$ cat src/bpm_line_mem.sv
// Line scratch memory with one write port and two registered read ports.
`default_nettype none
module bpm_line_mem #(
    parameter int EDGE_MAX = 25,
    parameter int PW       = 72,
    parameter int LAW      = 5
) (
    input  logic           clk,
    input  logic [LAW-1:0] rd_addr_a,
    input  logic [LAW-1:0] rd_addr_b,
    output logic [PW-1:0]  rd_data_a,
    output logic [PW-1:0]  rd_data_b,
    input  logic           wr_en,
    input  logic [LAW-1:0] wr_addr,
    input  logic [PW-1:0]  wr_data
);
    logic [PW-1:0] mem [EDGE_MAX];

    always_ff @(posedge clk)
    begin
        if (wr_en)
        begin
            mem[wr_addr] <= wr_data;
        end
        rd_data_a <= mem[rd_addr_a];
        rd_data_b <= mem[rd_addr_b];
    end

endmodule
`default_nettype wire

$ cat config.mk
export PLATFORM = sky130hd
export DESIGN_NAME = bpm_line_mem
export DESIGN_NICKNAME = d
export VERILOG_FILES = /design/src/bpm_line_mem.sv
export SDC_FILE = /design/constraint.sdc
export NUM_CORES = 2
export LEC_CHECK = 0
export ABC_AREA = 1
export BUFFER_PORTS_ARGS = -buffer_cell sky130_fd_sc_hd__buf_2
export CAP_MARGIN = 10
export CORE_UTILIZATION = 25
export DETAILED_ROUTE_END_ITERATION = 10
export PLACE_DENSITY = 0.49
export SYNTH_ARGS = -nofsm -noshare
export SYNTH_HDL_FRONTEND = slang
export SYNTH_SLANG_ARGS = --single-unit
$ cat constraint.sdc
create_clock -name clk -period 8.6 [get_ports clk]
set_clock_uncertainty 0.15 [all_clocks]
set_input_delay 0 -clock clk [delete_from_list [all_inputs] [get_ports clk]]
set_output_delay 0 -clock clk [all_outputs]
set_load 0.005 [all_outputs]
### After elaboration in Yosys (flattened, before gate mapping)

Memories as Yosys holds them, arrays and structs flattened. A register that Yosys moved wholly into a read port is not among the register bits.
Cells that the tools add are included.

| storage, ports and cells | value |
|---|---|
| memories kept | 1 |
| logic and storage cells | 3 |
| register bits after elaboration | 0 |
| output and inout port bits | 144 |
| RAM bits | 1800 |

| operators by class | value |
|---|---|
| multiplexer cells | 2 |

Memories:

| name | words | width | rd ports | clocked after Yosys merged registers in | write ports | line | source |
|---|---|---|---|---|---|---|---|
| mem | 25 | 72 | 2 | 2 | 1 | 17 | `logic [PW-1:0] mem [EDGE_MAX];` |

Operator list:

| kind | count |
|---|---|
| $mux W1 | 2 |

### Depth between registers and ports, before layout

| logic depth | value |
|---|---|
| word-level depth | 2 |
| gate-level depth with buffers | 12 |
| depth with buffers taken out | 9 |

### Worst setup path after synthesis

OpenSTA, ideal clock, no wires.

| timing | value |
|---|---|
| path kind | input port to flip-flop |
| start point | input wr_addr[4] |
| end point | memory mem[24][0], enable pin |
| arrival | 7.069 ns |
| slack | 0.701 ns |
| data required time | 7.770 ns |
| stages on the path | 2 |
| path buffers | 0 |
| path through | inv_1 -> nor4_1 |

RTL lines:

| element | line | source |
|---|---|---|
| start, declared | 14 | `input logic [LAW-1:0] wr_addr,` |
| end, declared | 17 |  |

No word-level cell before the write port.

==> flow_metrics.env <==
export IMPL_status="complete, but fails checks"
export IMPL_violations="slew limit"
export IMPL_root_buffer="clkbuf_16"
export IMPL_min_period_ns=3.84
export IMPL_grt_start_max_net_pins=193
export IMPL_cts_buffers=224
export IMPL_viasPerCell=4.80
export IMPL_syn_area_sq_um=97400
export IMPL_ys_seq_elements=1944
export IMPL_hpwlAfterDp_um=184000
export IMPL_r2r_setup_slack_ns=6.21
export IMPL_powerDensity_nw_per_um2=202
export IMPL_utilization=0.290
export IMPL_final_common_cell="nand2_1"
export IMPL_fin_crit_sh=0.446
export IMPL_ios=233
export IMPL_postRouteWirelength_um=386000
export IMPL_route_detailed_drc=0
export IMPL_cts_htree_levels=4
export IMPL_clk_pin_slew_ns=0.06
export IMPL_maxCapViolCount=0
export IMPL_grt_use_total=0.192
export IMPL_numPortBuffers=232
export IMPL_num_nets_final=11500
export IMPL_die_h_um=626
export IMPL_synth_nets=11500
export IMPL_cp_endpoint="rd_data_b[36]$_DFF_P_"
export IMPL_insertion_delay_ns=0.93
export IMPL_r2r_end="rd_data_a[25]$_DFF_P_"
export IMPL_max_vdd_ir_drop_uv=174
export IMPL_ys_top_cells_by_area="edfxtp_1 56%, nand2_1 17%, nand3_1 14%"
export IMPL_place_gp_congestion=0.771
export IMPL_cp_startpoint="rd_addr_b[1]"
export IMPL_rsz0062_at_grt="false"
export IMPL_ctsResizeCount=0
export IMPL_mostFrequentLayoutCells="4344 x nand2_1, 2636 x nand3_1, 1800 x edfxtp_1, 1357 x inv_1, 226 x clkbuf_16"
export IMPL_endpoint_kind="register"
export IMPL_hold_ws_ns=0.0179
export IMPL_finalHoldViolCount=0
export IMPL_grt_pass1_vias=78000
export IMPL_setup_viol=0
export IMPL_synth_top_area_share=0.555
export IMPL_yosysWarnings=0
export IMPL_final_setup_tns_ns=0
export IMPL_grt_overflow_total=0
export IMPL_max_freq_mhz=260
export IMPL_synthCells=11500
export IMPL_antenna_found_initial=46
export IMPL_worstPathArrival_ns=4.56
export IMPL_yosys_area_top_type="edfxtp_1"
export IMPL_r2r_start="mem[20][25]$_DFFE_PP_"
export IMPL_routedWlPerCell_um=23.0
export IMPL_cp_max_fo=112
export IMPL_synth_seq_area_share=0.585
export IMPL_die_area_sq_um=392000
export IMPL_area_growth_pct=15.0
export IMPL_timing_final_ws_setup_ns=4.76
export IMPL_synth_area_per_cell_sq_um=8.50
export IMPL_drive_gt1_frac=0.0624
export IMPL_place_inst=16200
export IMPL_start_util=0.252
export IMPL_cts_hold_buf=155
export IMPL_cts_tree="built"
export IMPL_yosysUniqueCellTypes=21
export IMPL_antenna_left=0
export IMPL_crit_required_ns=9.32
export IMPL_clock_sinks=1944
export IMPL_firstDrtPassIters=8
export IMPL_cts_setup_buffers=0
export IMPL_route_vias_total=80700
export IMPL_leakagePower_uw=0.0473
export IMPL_dpl_worst_slack_ns=4.62
export IMPL_r2r_cells=10
export IMPL_hold_path_class="in -> reg"
export IMPL_row_count=228
export IMPL_dieWidth_um=626
export IMPL_tightestPinTransition_ns=1.55
export IMPL_drtIter0Drc=8016
export IMPL_maxSlewViolCount=47
export IMPL_slew_headroom=-0.0335
export IMPL_grt_pass1_wl_um=555000
export IMPL_fin_cells=16800
export IMPL_cts_buffer_depth=4
export IMPL_coreArea_sq_um=387000
export IMPL_critPathLaunchType="primary input"
export IMPL_worstSetupPathType="in -> reg"
==> worst min-delay path by stage <==
stage                                startpoint                     to  slack (ns)  cells after the start
final                               wr_data[26]   mem[1][26]$_DFFE_PP_        0.02                      2
after global routing                wr_data[26]   mem[1][26]$_DFFE_PP_        0.03                      2
after CTS                           wr_data[57]  mem[13][57]$_DFFE_PP_      0.0007                      2
after detailed placement   rd_data_a[8]$_DFF_P_           rd_data_a[8]        0.22                      1
after global placement    rd_data_b[64]$_DFF_P_          rd_data_b[64]        0.23                      1
after floorplan                      wr_data[0]    mem[0][0]$_DFFE_PP_       -0.05                      0
==> logic make-up (layout without fill, tap and decap cells) <==
| logic type | count (synthesis) | count (layout) | synth area share |
|---|---|---|---|
| buffers and inverters | 2131 | 2294 | 0.0903 |
| flip-flops | 1944 | 1944 | 0.585 |
| AO/OA/AOI/OAI | 321 | 321 | 0.0183 |
| AND/OR/NAND/NOR | 7062 | 7062 | 0.307 |
| other | 0 | 11 | 0 |
==> layout make-up <==
class | instances | area [sq um]
fill | 40800 | 275000
sequential | 1944 | 56900
multi-input combinational | 7383 | 31800
tap | 5175 | 6470
clock buffer | 287 | 5980
inverter | 1367 | 5220
timing repair buffer | 518 | 4160
clock inverter | 122 | 1310
antenna | 11 | 27.5
==> Yosys cell counts <==
cell	n
inv_2	3
nor2_1	67
or2_2	12
inv_1	1361
nand3_1	2636
o211ai_1	71
edfxtp_1	1800
nand3b_1	2
buf_2	461
a21oi_1	143
buf_4	39
o21ai_0	92
nand2_1	4344
inv_4	1
clkinv_1	2
dfxtp_1	144
buf_1	85
clkbuf_1	170
o21ai_1	15
nor4_1	1
buf_6	9
==> critical path, cell delays in order <==
cell and delay [ns]:
dlygate4sd3_1 0.61, buf_8 0.30, inv_8 0.56, buf_12 0.52
buf_4 0.67, nand3_1 0.14, nand3_1 0.11, nand3_1 0.10
nand2_1 0.09, nand2_1 0.04, dlygate4sd3_1 0.57, nand2_1 0.08
dlygate4sd3_1 0.55
==> metal layers <==
metal	GRT usage	vias up	wire length [um]
met4	0.0566	32	11600
met5	0	-	190
met3	0.0294	655	29000
li1	-	37400	-
met2	0.322	3390	181000
met1	0.254	39300	165000
==> through the flow <==
| step | power, uW | instance area [sq um] |
|---|---|---|
| after CTS | 22800 | 112000 |
| after floorplan | 12000 | 97400 |
| after global placement | 13000 | 103000 |
| after global routing | 23300 | 112000 |
| after detailed placement | 13000 | 103000 |
| final | 22600 | 112000 |
==> power by group <==
part	internal, uW	switching [uW]
combinational	594	1620
sequential	10500	111
clock	5720	4050
==> sequential cells by signal (all words and copies together) (netlist names) <==
register,flops
mem,1800
rd_data_a,72
rd_data_b,72
(Power assumes the default switching activity.)
